### src/design/bal_pkg.sv
// ----------------------------------------------------------------------------
// bal_pkg: shared types and constants for the bounded array list
// Sizes, request and status codes, and the structs that pass between
// the sequencer and the top level.
// ----------------------------------------------------------------------------
package bal_pkg;

  localparam int CAPACITY   = 16;
  localparam int DATA_WIDTH = 32;
  localparam int IDX_W      = $clog2(CAPACITY);
  localparam int CNT_W      = $clog2(CAPACITY + 1);
  localparam int POS_W      = 4;

  typedef enum logic [1:0] {
    REQ_APPEND = 2'd0,
    REQ_INSERT = 2'd1,
    REQ_REMOVE = 2'd2,
    REQ_SEARCH = 2'd3
  } req_t;

  typedef enum logic [1:0] {
    ST_DONE   = 2'd0,
    ST_FULL   = 2'd1,
    ST_BADPOS = 2'd2
  } status_t;

  // RAM access issued by the sequencer
  typedef struct packed {
    logic                  we;
    logic [IDX_W-1:0]      waddr;
    logic [DATA_WIDTH-1:0] wdata;
    logic [IDX_W-1:0]      raddr;
  } ram_req_t;

  // Result fields of one request
  typedef struct packed {
    status_t          status;
    logic             found;
    logic [POS_W-1:0] found_position;
  } res_t;

endpackage

### src/design/bal_ram.sv
// ----------------------------------------------------------------------------
// bal_ram: generic single-write, single-read RAM
// One write port and one read port; read data is registered.
// ----------------------------------------------------------------------------
module bal_ram #(
  parameter int WIDTH = 32,
  parameter int DEPTH = 16
) (
  input  logic                     clk,
  input  logic                     we,
  input  logic [$clog2(DEPTH)-1:0] waddr,
  input  logic [WIDTH-1:0]         wdata,
  input  logic [$clog2(DEPTH)-1:0] raddr,
  output logic [WIDTH-1:0]         rdata
);

  logic [WIDTH-1:0] mem [DEPTH];

  // write port and registered read port
  always_ff @(posedge clk) begin
    if (we) begin
      mem[waddr] <= wdata;
    end
    rdata <= mem[raddr];
  end

endmodule

### src/design/bal_seq.sv
// ----------------------------------------------------------------------------
// bal_seq: request sequencer for the bounded array list
// Walks the entry RAM one element at a time to shift entries up or down
// or to compare them against the searched value, and keeps the count.
// ----------------------------------------------------------------------------
module bal_seq (
  input  logic                          clk,
  input  logic                          rst,
  input  logic                          start,
  input  logic [1:0]                    req_type,
  input  logic [bal_pkg::POS_W-1:0]     position,
  input  logic [31:0]                   data_value,
  input  logic [bal_pkg::DATA_WIDTH-1:0] rd_data,
  output logic                          busy,
  output logic                          done,
  output bal_pkg::ram_req_t             ram_req,
  output bal_pkg::res_t                 res,
  output logic [bal_pkg::CNT_W-1:0]     count
);

  typedef enum logic [4:0] {
    S_IDLE = 5'b00001,
    S_RD   = 5'b00010,
    S_WR   = 5'b00100,
    S_PUT  = 5'b01000,
    S_CMP  = 5'b10000
  } state_t;

  state_t                          state, state_next;
  bal_pkg::req_t                   req, req_next;
  logic [bal_pkg::IDX_W-1:0]       pos, pos_next;
  logic [bal_pkg::IDX_W-1:0]       idx, idx_next;
  logic [bal_pkg::DATA_WIDTH-1:0]  val, val_next;
  logic [bal_pkg::CNT_W-1:0]       count_next;
  logic                            done_next;
  bal_pkg::res_t                   res_next;
  logic                            accept;
  logic                            full;
  logic [bal_pkg::CNT_W-1:0]       pos_in_ext;

  assign busy       = (state != S_IDLE);
  assign accept     = start && !busy;
  assign full       = (count == bal_pkg::CNT_W'(bal_pkg::CAPACITY));
  assign pos_in_ext = bal_pkg::CNT_W'(position);

  // sequencer next-state and RAM control
  always_comb begin
    state_next  = state;
    req_next    = req;
    pos_next    = pos;
    idx_next    = idx;
    val_next    = val;
    count_next  = count;
    done_next   = 1'b0;
    res_next    = res;
    ram_req.we    = 1'b0;
    ram_req.waddr = idx;
    ram_req.wdata = rd_data;
    ram_req.raddr = idx;

    case (state)
      S_IDLE: begin
        if (accept) begin
          req_next = bal_pkg::req_t'(req_type);
          pos_next = bal_pkg::IDX_W'(position);
          val_next = data_value[bal_pkg::DATA_WIDTH-1:0];
          res_next.found          = 1'b0;
          res_next.found_position = '0;
          res_next.status         = bal_pkg::ST_DONE;
          case (bal_pkg::req_t'(req_type))
            bal_pkg::REQ_APPEND: begin
              done_next = 1'b1;
              if (full) begin
                res_next.status = bal_pkg::ST_FULL;
              end else begin
                ram_req.we    = 1'b1;
                ram_req.waddr = count[bal_pkg::IDX_W-1:0];
                ram_req.wdata = data_value[bal_pkg::DATA_WIDTH-1:0];
                count_next    = count + 1'b1;
              end
            end
            bal_pkg::REQ_INSERT: begin
              if (full) begin
                res_next.status = bal_pkg::ST_FULL;
                done_next       = 1'b1;
              end else if (pos_in_ext >= count) begin
                res_next.status = bal_pkg::ST_BADPOS;
                done_next       = 1'b1;
              end else begin
                idx_next   = count[bal_pkg::IDX_W-1:0];
                state_next = S_RD;
              end
            end
            bal_pkg::REQ_REMOVE: begin
              if (pos_in_ext >= count) begin
                res_next.status = bal_pkg::ST_BADPOS;
                done_next       = 1'b1;
              end else if (pos_in_ext + 1'b1 == count) begin
                count_next = count - 1'b1;
                done_next  = 1'b1;
              end else begin
                idx_next   = bal_pkg::IDX_W'(position);
                state_next = S_RD;
              end
            end
            default: begin
              if (count == '0) begin
                done_next = 1'b1;
              end else begin
                idx_next   = '0;
                state_next = S_RD;
              end
            end
          endcase
        end
      end

      // issue the read of the element to move or compare
      S_RD: begin
        case (req)
          bal_pkg::REQ_INSERT: ram_req.raddr = idx - 1'b1;
          bal_pkg::REQ_REMOVE: ram_req.raddr = idx + 1'b1;
          default:             ram_req.raddr = idx;
        endcase
        state_next = (req == bal_pkg::REQ_SEARCH) ? S_CMP : S_WR;
      end

      // move the element just read one place up or down
      S_WR: begin
        ram_req.we    = 1'b1;
        ram_req.waddr = idx;
        ram_req.wdata = rd_data;
        if (req == bal_pkg::REQ_INSERT) begin
          idx_next   = idx - 1'b1;
          state_next = (idx - 1'b1 == pos) ? S_PUT : S_RD;
        end else begin
          idx_next = idx + 1'b1;
          if (bal_pkg::CNT_W'(idx) + bal_pkg::CNT_W'(2) == count) begin
            count_next = count - 1'b1;
            done_next  = 1'b1;
            state_next = S_IDLE;
          end else begin
            state_next = S_RD;
          end
        end
      end

      // drop the inserted value into the opened slot
      S_PUT: begin
        ram_req.we    = 1'b1;
        ram_req.waddr = pos;
        ram_req.wdata = val;
        count_next    = count + 1'b1;
        done_next     = 1'b1;
        state_next    = S_IDLE;
      end

      // compare the element just read against the searched value
      S_CMP: begin
        if (rd_data == val) begin
          res_next.found          = 1'b1;
          res_next.found_position = bal_pkg::POS_W'(idx);
          done_next               = 1'b1;
          state_next              = S_IDLE;
        end else if (bal_pkg::CNT_W'(idx) + 1'b1 == count) begin
          done_next  = 1'b1;
          state_next = S_IDLE;
        end else begin
          idx_next   = idx + 1'b1;
          state_next = S_RD;
        end
      end

      default: begin
        state_next = S_IDLE;
      end
    endcase
  end

  // control registers
  always_ff @(posedge clk) begin
    if (rst) begin
      state <= S_IDLE;
      count <= '0;
      done  <= 1'b0;
    end else begin
      state <= state_next;
      count <= count_next;
      done  <= done_next;
    end
  end

  // payload registers
  always_ff @(posedge clk) begin
    req <= req_next;
    pos <= pos_next;
    idx <= idx_next;
    val <= val_next;
    res <= res_next;
  end

endmodule

### src/design/bounded_array_list_unit.sv
// ----------------------------------------------------------------------------
// bounded_array_list_unit: fixed-capacity ordered list of data words
// Appends, inserts, removes and searches over a 16-entry RAM-held list.
// ----------------------------------------------------------------------------
// Usage:
//   A request transfers at a rising edge with start high and busy low:
//   req_type selects append, insert, remove or search; position and
//   data_value are its operands. busy stays high while the request runs.
//   The result shows for exactly one cycle with done high: status, found,
//   found_position, and entry_count, list_empty, list_full after the request.
//   The receiver cannot stall; it must take the result in that cycle.
// Sequencing: each element moved or compared takes a RAM read and then
//   a write or a compare. Append, refused and trivial requests finish
//   without walking the RAM. Insert shifts entries from the end up one
//   place down to p, then writes the value at p; remove shifts entries
//   above p down one place; search compares from entry 0 to a hit or the end.
//   A new request may transfer in the cycle done is high.
// Reset: clears the count, so the list is empty; entry contents are not
//   cleared and are never read before being written.
// ----------------------------------------------------------------------------
module bounded_array_list_unit (
  input  logic                      clk,
  input  logic                      rst,
  input  logic                      start,
  input  logic [1:0]                req_type,
  input  logic [3:0]                position,
  input  logic [31:0]               data_value,
  output logic                      busy,
  output logic                      done,
  output logic [1:0]                status,
  output logic                      found,
  output logic [3:0]                found_position,
  output logic [4:0]                entry_count,
  output logic                      list_empty,
  output logic                      list_full
);

  bal_pkg::ram_req_t              ram_req;
  bal_pkg::res_t                  res;
  logic [bal_pkg::DATA_WIDTH-1:0] rd_data;
  logic [bal_pkg::CNT_W-1:0]      count;

  // request sequencer
  bal_seq u_seq (
    .clk        (clk),
    .rst        (rst),
    .start      (start),
    .req_type   (req_type),
    .position   (position),
    .data_value (data_value),
    .rd_data    (rd_data),
    .busy       (busy),
    .done       (done),
    .ram_req    (ram_req),
    .res        (res),
    .count      (count)
  );

  // entry storage
  bal_ram #(
    .WIDTH (bal_pkg::DATA_WIDTH),
    .DEPTH (bal_pkg::CAPACITY)
  ) u_ram (
    .clk   (clk),
    .we    (ram_req.we),
    .waddr (ram_req.waddr),
    .wdata (ram_req.wdata),
    .raddr (ram_req.raddr),
    .rdata (rd_data)
  );

  // result and status outputs
  assign status         = res.status;
  assign found          = res.found;
  assign found_position = res.found_position;
  assign entry_count    = 5'(count);
  assign list_empty     = (count == '0);
  assign list_full      = (count == bal_pkg::CNT_W'(bal_pkg::CAPACITY));

endmodule

### config.mk
export PLATFORM = sky130hd
export DESIGN_NAME = bounded_array_list_unit
export DESIGN_NICKNAME = d
export VERILOG_FILES = /design/src/design/bal_pkg.sv /design/src/design/bal_ram.sv /design/src/design/bal_seq.sv /design/src/design/bounded_array_list_unit.sv
export SDC_FILE = /design/constraint.sdc
export NUM_CORES = 1
export LEC_CHECK = 0
export ABC_AREA = 1
export BUFFER_PORTS_ARGS = -buffer_cell sky130_fd_sc_hd__buf_2
export CAP_MARGIN = 20
export CORE_MARGIN = 2
export CORE_UTILIZATION = 52
export DETAILED_ROUTE_END_ITERATION = 12
export PLACE_DENSITY = 0.76
export SYNTH_ARGS = -nofsm -noshare
export SYNTH_HDL_FRONTEND = slang
export SYNTH_SLANG_ARGS = --single-unit
### constraint.sdc
create_clock -name clk -period 11.9 [get_ports clk]
set_clock_uncertainty 0.05 [all_clocks]
set_input_delay 1.785 -clock clk [delete_from_list [all_inputs] [get_ports clk]]
set_output_delay 1.785 -clock clk [all_outputs]
set_load 0.01 [all_outputs]
==> out/summary.txt <==
Status - finished clean
Switching share of power - 39.9%
FF-to-FF End - u_ram.rdata[3]
LEAKAGE - 13.2 nW
RSZ-0062 raised after global routing - no
Sequential share of the synthesized area - 64.6%
Clock Path Buffers - 3
Final number of setup-violating endpoints - 0
Hold Vio Cnt, Final - 0
Number of setup buffers added after CTS - 0
Post-Place Cells - 3,430
R2R depth - 13
Worst-Margin Slew - 1.22 ns
CTS buffer count - 59
Fin nets - 2,869
Routed wire length - 70,200 um
Clk slew on worst S/H paths - 0.07 ns
Critical path's top delay family - buffers and inverters
CP max stage cell - nor2_4
Startpoint types - primary input
Die area - 0.0546 sq mm
TNS Setup - 0 ns
Global-route wire length before repair - 108,000 um
Post-Syn Nets - 2,842
Count of input and output buffers - 56
Post-synth EDFFs - 561
WHS Endpoint - u_seq.state[2]
Post-synthesis cell count - 2,781
Maximum vdd drop - 0.000274 V
Initial antenna violation count - 0
Fillers - 4,165
Synth cell count leaders - nand2_1 (695), inv_1 (568), nand3_1 (564)
Cell Int Power - 5.00 mW
Setup ws final - 7.36 ns
Asr flop ratio synth - 0%
Synthesis-to-finish area growth - 11.6%
Iter 0 DRT Violations - 2,472
Crit path required time - 12.15 ns
Antenna viol nets, final - 0
Clk pwr share - 23.7%
Die span in y - 234 um
Syn. warnings - 0
Non-filler cells, final - 3,546
Crit path depth - 12
Placement Setup Slack - 6.67 ns
Post-CTS Resized - 0
Fmax - 220 MHz
N_diodes - 0
# DRC - 0
Type of the worst min-delay path - reg -> reg
Top cells by area, synth - edfxtp_1 (61%), nand3_1 (10%), nand2_1 (9.5%)
CTS H-Tree Depth - 2
WS Path Type - in -> reg
Largest net degree at the start of global routing - 234
Core Region - 0.0523 sq mm
Drt first pass iters - 6
Combinational Power Share - 37.6%
CTS Hold Bufs - 0
Min Tclk post-route - 4.54 ns
Clock Latency Late Sink - 0.64 ns
Wire per inst - 19.8 um
Crit share post-route - 38.2%
PwrDens - 272 mW/mm^2
Switching power total - 3.31 mW
Routed via count - 19,600
Cell Chain, Critical Path - buf_2, inv_1, ha_1, nand3_2, nand2_1, nand3_2, buf_4, a21oi_1, inv_1, nand2_1, nor2_4, buf_4
Post-Synthesis Mean Instance Area - 9.86 sq um
Num rows - 84
Max cap viols - 0
CTS tree - yes
CP endpoint kind - flop
Netlist cell types - 37
# IOs - 57
#FFs+latches synth - 604
RR Startpoint - u_seq.idx[0]
Share of cells above drive strength 1 - 8.12%
Hold Path Depth - 2
Final Cell Area - 0.0306 sq mm
Post-place instance area - 0.0284 sq mm
HP Start - u_seq.state[1]
Final GP Congestion - 0.897
Fin util - 58.5%
Top-area cell type share of the netlist area - 61.5%
Flop pwr share - 38.7%
Arrival @ worst endpoint - 4.79 ns
DP HPWL - 40,400 um
Most used DFF post-synth - edfxtp_1
Final Slew Violations - 0
Buf/Inv on CP - 5
Vias in the first global route - 19,100
Syn Std Cell Area - 0.0274 sq mm
Clock sink count - 604
Crit-path max cell delay - 0.58 ns
Total GRT Usage - 26.0%
Chip width - 234 um
Routed vias/inst - 5.53
Most numerous cell in the Yosys netlist - nand2_1
Initial core utilization - 52.4%
Crit-path max FO - 34
Rel. slew slack - 18.9%
Global route overflow - 0
Synth area leader - edfxtp_1
Clock root buffer - clkbuf_16
Setup slack, reg-to-reg - 7.69 ns
worst max path at each step:
stage                      from                end  slack [ns]
finish              req_type[0]  u_ram.mem[15][17]        7.36
global route        req_type[0]  u_ram.mem[15][13]        7.21
CTS                 req_type[0]  u_ram.mem[13][10]        7.32
detailed placement  req_type[0]  u_ram.mem[13][15]        6.67
global placement    req_type[0]   u_ram.mem[8][11]        6.79
floorplan                 start    u_ram.mem[0][0]        6.18
per-stage QoR:
step,power [mW],hold slack [ns]
global route,8.68,0.597
floorplan,5.23,0.497
global placement,6.18,0.539
CTS,8.25,0.564
finish,8.31,0.552
detailed placement,6.29,0.558
power by group through the flow:
| stage | sequential [mW] | combinational [mW] | clock, mW |
|---|---|---|---|
| floorplan | 3.20 | 2.03 | 0 |
| global route | 3.23 | 3.38 | 2.06 |
| global placement | 3.25 | 2.93 | 0 |
| CTS | 3.21 | 3.06 | 1.99 |
| finish | 3.22 | 3.12 | 1.97 |
| detailed placement | 3.25 | 3.03 | 0 |
worst register-to-register path: stages (launching register included):
cell	delay [ns]
edfxtp_1	0.58
inv_2	0.21
ha_1	0.43
nor2_1	0.19
a21oi_1	0.07
nand2_1	0.13
o21ai_4	0.07
buf_12	0.28
inv_6	0.60
buf_4	0.88
nand3_1	0.19
nand3_1	0.25
nand3_1	0.12
nand2_1	0.10
logic make-up after synthesis:
logic type      count (synthesis)  share of synthesized area [%]
compound gates                 57                           1.22
flops                         604                           64.6
simple gates                 1359                           21.6
fa+ha+maj                      20                          0.913
buf+inv                       699                           10.3
xor+xnor                       42                           1.34
flip-flops by register name, summed over array words and instances (netlist names):
| name | cells |
|---|---|
| u_ram.mem | 512 |
| u_ram.rdata | 32 |
| u_seq.val | 32 |
| u_seq.res | 7 |
| u_seq.count | 5 |
| u_seq.state | 5 |
| u_seq.idx | 4 |
| u_seq.pos | 4 |
| u_seq.req | 2 |
| u_seq.done | 1 |
metal layers:
layer | track usage (%) | routed length, um | vias to the layer above
met5 | 0 | 0 | -
met2 | 43.5 | 34100 | 1145
met3 | 3.81 | 6630 | 188
li1 | - | - | 9022
met1 | 33.4 | 26200 | 9265
met4 | 12.5 | 3210 | 0
cells in the final DEF, fill, tap and decap left out, types with 5 or more instances in the layout:
master     instances
clkbuf_8           5
buf_4             17
bufinv_16         10
a21oi_1           14
clkinv_2          16
o22ai_1            6
dfxtp_1           43
xor2_1            10
buf_12            15
nor2_1            58
clkbuf_16         59
o21ai_1            5
nor2_4            20
nand3_1          564
buf_2             56
nand4_1            6
o21ai_0           17
edfxtp_1         561
inv_1            568
clkinv_1          11
xnor2_1           32
ha_1              20
nand2_1          692
cell type report:
| class | instances | area [sq um] | area share (%) |
|---|---|---|---|
| tap | 688 | 861 | 2.81 |
| timing repair buffer | 90 | 763 | 2.49 |
| multi-input combinational | 1478 | 7050 | 23.0 |
| clock inverter | 43 | 490 | 1.60 |
| inverter | 575 | 2160 | 7.07 |
| clock buffer | 68 | 1560 | 5.10 |
| sequential | 604 | 17700 | 57.9 |
Power figures use the tool's default switching activity.
